**src/sv/rmt_cell.sv**
```systemverilog
// One slot of the sorted chain: holds a sample, shifts right on insert, offers median taps.
module rmt_cell #(
   parameter int SAMPLE_BITS = 32,
   parameter int COUNT_BITS  = 9,
   parameter int INDEX       = 0
) (
   input  logic                          clock,
   input  logic                          ins_en,
   input  logic signed [SAMPLE_BITS-1:0] ins_value,
   input  logic [COUNT_BITS-1:0]         fill,
   input  logic signed [SAMPLE_BITS-1:0] left_value,
   input  logic                          left_gt,
   input  logic [COUNT_BITS-1:0]         lo_idx,
   input  logic [COUNT_BITS-1:0]         hi_idx,
   output logic signed [SAMPLE_BITS-1:0] cell_value,
   output logic                          cell_gt,
   output logic [SAMPLE_BITS-1:0]        lo_pick,
   output logic [SAMPLE_BITS-1:0]        hi_pick
);

   localparam logic [COUNT_BITS-1:0] MY_INDEX = COUNT_BITS'(INDEX);

   logic signed [SAMPLE_BITS-1:0] value_ff;
   logic signed [SAMPLE_BITS-1:0] value_in;
   logic                          occupied;
   logic                          at_end;
   logic                          greater;
   logic                          take;

   assign occupied = MY_INDEX < fill;
   assign at_end   = MY_INDEX == fill;
   assign greater  = value_ff > ins_value;

   // The first free slot acts as +infinity, so the new sample can land there.
   assign take    = occupied ? greater : at_end;
   assign cell_gt = occupied && greater;

   always_comb begin
      value_in = value_ff;
      if (ins_en && take) begin
         value_in = left_gt ? left_value : ins_value;
      end
   end

   always_ff @(posedge clock) begin
      value_ff <= value_in;
   end

   assign cell_value = value_ff;
   assign lo_pick    = (MY_INDEX == lo_idx) ? value_ff : '0;
   assign hi_pick    = (MY_INDEX == hi_idx) ? value_ff : '0;

endmodule

```
**config.mk**
```make
export PLATFORM = sky130hd
export DESIGN_NAME = rmt_cell
export DESIGN_NICKNAME = d
export VERILOG_FILES = /design/src/sv/rmt_cell.sv
export SDC_FILE = /design/constraint.sdc
export NUM_CORES = 1
export LEC_CHECK = 0
export BUFFER_PORTS_ARGS = -buffer_cell sky130_fd_sc_hd__buf_2
export CAP_MARGIN = 0
export CORE_ASPECT_RATIO = 0.6
export CORE_MARGIN = 2
export CORE_UTILIZATION = 42
export CTS_BUF_LIST = sky130_fd_sc_hd__clkbuf_4 sky130_fd_sc_hd__clkbuf_8 sky130_fd_sc_hd__clkbuf_16
export CTS_CLUSTER_SIZE = 30
export DETAILED_ROUTE_END_ITERATION = 10
export PLACE_DENSITY = 0.84
export SYNTH_ARGS = -nofsm -noshare
export SYNTH_HDL_FRONTEND = slang
export SYNTH_SLANG_ARGS = --single-unit
```
**constraint.sdc**
```tcl
create_clock -name clock -period 6 [get_ports clock]
set_input_delay 1.2 -clock clock [delete_from_list [all_inputs] [get_ports clock]]
set_output_delay 1.2 -clock clock [all_outputs]
set_load 0.01 [all_outputs]
```
# == After elaboration in Yosys (flattened, before gate mapping) ==
# Index checks and enable logic that the tools add are counted.
# classes
n_addsub,0
multipliers,0
div,0
order_cmp,2
n_eq_ne,0
shifts,0
muxes,4
bitwise_logic,0
n_reduce_logical,5
# op_table
operator,n
2-to-1 mux 32 bit,3
> comparator 32 bit,1
logical NOT 9 bit,3
< comparator 1 x 9 -> 1 bit (first input constant),1
logical AND 1 bit,2
2-to-1 mux 1 bit,1
# word_totals
ff_bits,32
latchBits,0
ramBits,0
rom_bits,0
in_bits,94
word_cells,12
memories,0

# == Longest topological paths before layout ==
# depth
ltp_word,3
mapped_depth,8
depth_no_buf,8

# == Least setup slack after synthesis ==
# Ideal clock, no wire load.
# synth_timing
kind,input to register
from,input ins_value[31]
to,register value_ff[0] (netlist: cell_value[0]) (enable)
arrival_ns,4.150
path_slack_ns,1.410
path_stages,8
path_buffers,0
path_cell_list,inv_1 > ha_1 > nand4_2 > nor2_1 > a221oi_1 > nor3b_1 > o311ai_1 > a41oi_1
# synth_via
elab_chain_cells,3
# synth_lines
item,line_no,rtl
start: declaration,9,"input logic signed [SAMPLE_BITS-1:0] ins_value,"
> comparator 32 bit,32,assign greater = value_ff > ins_value;
2-to-1 mux 1 bit,35,assign take = occupied ? greater : at_end;
logical AND 1 bit,40,if (ins_en && take) begin
end signal: assignment,46,value_ff <= value_in;
end: declaration,23,logic signed [SAMPLE_BITS-1:0] value_ff;
# Every way passes these cells.
# A chain may end at the register's enable or synchronous reset.

# == Worst setup path in the final report ==
# layout_timing
from,input ins_value[31]
to,output cell_gt
# layout_via
elab_chain_cells,2
# layout_lines
item,line_no,rtl
> comparator 32 bit,32,
logical AND 1 bit,36,assign cell_gt = occupied && greater;
end: declaration,16,"output logic cell_gt,"
# Every way passes these cells.

==> impl_metrics.json <==
{
  "status": "complete, no violations",
  "synth_top_area_share_pct": 36.4,
  "nets": 617,
  "worst_path_dominant_cell_family": "simple AND/OR/NAND/NOR gates",
  "cp.arrival_ns": 3.22,
  "io_pins": 191,
  "min_to": "cell_value[13]",
  "dp_hpwl_um": 6310,
  "r2r-end": "cell_value[24]",
  "largest_register_ffs": 32,
  "post-route-period-util_pct": 73.6,
  "vias": 2769,
  "core_sq_um": 6080,
  "cts_inserted_buffers": 5,
  "dp_cells": 568,
  "die_area_sq_um": 6960,
  "syn_area_sq_um": 2640,
  "start_kind": "primary input",
  "cp_common_cell": "buf_2",
  "yosys_warnings": 0,
  "clock_sinks": 32,
  "grt_pass1_vias": 2574,
  "r2r_cells": 7,
  "hold_start": "left_value[13]",
  "htreeDepth": 2,
  "worstPathMaxFanout": 6,
  "worst_pin_slew_ns": 1.21,
  "cts_hold_buffers": 0,
  "powerDensity_nw_per_um2": 170,
  "reg2reg_from": "cell_value[31]",
  "synthTopCellsByArea": "edfxtp_1 36%, and2_1 15%, ha_1 15%",
  "cts_resized": 0,
  "grt_max_degree": 64,
  "clock-root-buffer": "clkbuf_8",
  "cts_tree": "done",
  "cts_buffer_depth": 2,
  "rows": 22,
  "synth_top_family_by_area": "simple AND/OR/NAND/NOR gates",
  "rsz0062_at_grt": "false",
  "finClkSkew_ns": 0.00478,
  "required_ns": 4.80,
  "clk_pin_slew_ns": 0.07,
  "yosys.area_share.simple_pct": 28.7,
  "whs_path_depth": 3,
  "grt_pass1_wl_um": 12200,
  "antenna_found_initial": 0,
  "fp.dieH_um": 65.4,
  "syn_nets": 431,
  "slowest_stage": "nor3b_1",
  "synth.yosys.seq_area_share_pct": 36.4,
  "max_cap_violations": 0,
  "ys.flop_type": "edfxtp_1",
  "portBuffers": 190,
  "peakVddDrop_uv": 76.2,
  "synthCells": 305,
  "synth_cell_type_count": 29,
  "drive_above_1_share_pct": 42.0,
  "gr-usage-all-layers_pct": 22.5,
  "drt-pass1-iter-count": 4,
  "worstHoldPathType": "primary input to register",
  "r2r_slack_ns": 2.48,
  "total_leakage_power_nw": 2.09,
  "setup_violations": 0,
  "slew_viol_final": 0,
  "route.detailed.wl_per_inst_um": 13.7,
  "setup_tns_ns": 0,
  "ant_nets": 0,
  "finalWeightedCongestion": 0.783,
  "path_cells": "buf_2 -> inv_1 -> ha_1 -> nand4_2 -> nor2_1 -> a221oi_1 -> nor3b_1 -> o21ai_0 -> a21oi_1 -> buf_2",
  "synth_edf_count": 32,
  "routed_wl_um": 7900,
  "ys_ff_latch": 32,
  "synth_mux_area_share_pct": 0.426,
  "post_cts_buffers": 0,
  "cp_num_buf_inv": 3,
  "min_period_ns": 4.42,
  "worstSkewPairLatency_ns": 0.27,
  "drc": 0,
  "antenna_cells": 0,
  "yosys.area.top_type": "edfxtp_1",
  "first_iter_violations": 119,
  "slowest_delay_ns": 0.51,
  "synthArstFlopShare_pct": 0,
  "overflow": 0,
  "viasPerCell": 4.82,
  "crit_type": "primary input to output pin",
  "synth_fa_ha_area_share_pct": 15.2,
  "die_x_um": 106,
  "synth_xor_area_share_pct": 0,
  "slew_headroom_pct": 18.8,
  "fmax_mhz": 226,
  "syn_area_per_cell_sq_um": 8.66,
  "fin_cells": 575,
  "area_delta_synth_final_pct": 43.0,
  "hold_viol": 0,
  "synth_compound_area_share_pct": 12.5,
  "end_kind": "output pin",
  "start_util_pct": 43.4
}
-- cells by family (layout without fill, tap and decap cells) --
family / after synthesis / in the layout
simple gates: 133 / 133
compound gates: 59 / 59
buf+inv: 48 / 234
fa+ha+maj: 32 / 32
flops: 32 / 32
mux: 1 / 1
-- layer usage --
layer  track usage, %  up-vias  share of wire [%]
met5                0        -                  0
met4             3.45        0               0.34
met3             3.67        2                7.1
met2             40.8      110                 47
met1             29.1     1241                 46
li1                 -     1416                  -
-- cells in the mapped netlist (2+ instances only) --
cell / n
and2_1: 65
nand2_1: 40
inv_1: 35
o21ai_0: 34
edfxtp_1: 32
ha_1: 32
a21oi_1: 13
clkbuf_1: 13
nand3_1: 6
nand4_1: 5
nor2_1: 5
nor4_1: 4
a21o_1: 2
a221oi_1: 2
nand4_2: 2
nor4_2: 2
-- where the power goes --
group | total, mW | internal [mW] | switching [mW]
Sequential | 0.305 | 0.281 | 0.0230
Combinational | 0.184 | 0.0796 | 0.105
Clock | 0.154 | 0.0766 | 0.0777
-- worst max path at each step --
stage	from	to	slack, ns	cells after the start
CTS	ins_value[31]	cell_gt	1.56	10
global placement	ins_value[31]	cell_gt	1.63	10
global route	ins_value[31]	cell_gt	1.43	10
detailed placement	ins_value[31]	cell_gt	1.56	10
floorplan	ins_value[31]	cell_value[0]	1.41	8
finish	ins_value[31]	cell_gt	1.58	10
-- worst min-delay path, stage by stage --
cell and delay, ns:
buf_2 0.07, nand2_1 0.04, o21ai_0 0.05
-- through the flow --
step	hold slack [ns]	power [mW]	worst slack (ns)	util (%)	area (sq um)
final	1.20	0.643	1.58	62.1	3780
after global routing	1.20	0.686	1.43	62.1	3780
after CTS	1.19	0.651	1.56	62.1	3780
after detailed placement	1.48	0.494	1.56	60.8	3700
after global placement	1.48	0.487	1.63	60.8	3700
after floorplan	1.39	0.404	1.41	-	2640
-- final cells by class --
type	instances	area [sq um]
fillers	556	2310
multi-input cells	225	1540
repair buffers	192	966
flip-flops and latches	32	961
inverters	35	131
well taps	84	105
clock buffers	5	68.8
clock inverters	2	7.51
-- cell usage in the layout, fill, tap and decap left out --
cell type	instances
a21boi_0	1
and2_1	65
nand3_1	6
buf_4	2
clkinv_1	2
o21ai_0	34
o311ai_1	1
inv_1	35
nor3b_1	1
nor2_1	5
ha_1	32
a31oi_1	1
mux2_2	1
buf_2	190
clkbuf_8	5
a211o_1	1
a21o_1	2
a221oi_1	2
nand4_2	2
a21oi_2	1
nand2_1	40
o21ai_1	1
a41oi_4	1
a2111oi_0	1
nor3_1	1
edfxtp_1	32
nand4_1	5
nor4_1	4
nor4_4	3
a21oi_1	13
nor3b_2	1
No activity file was read; power rests on OpenSTA's default activity.
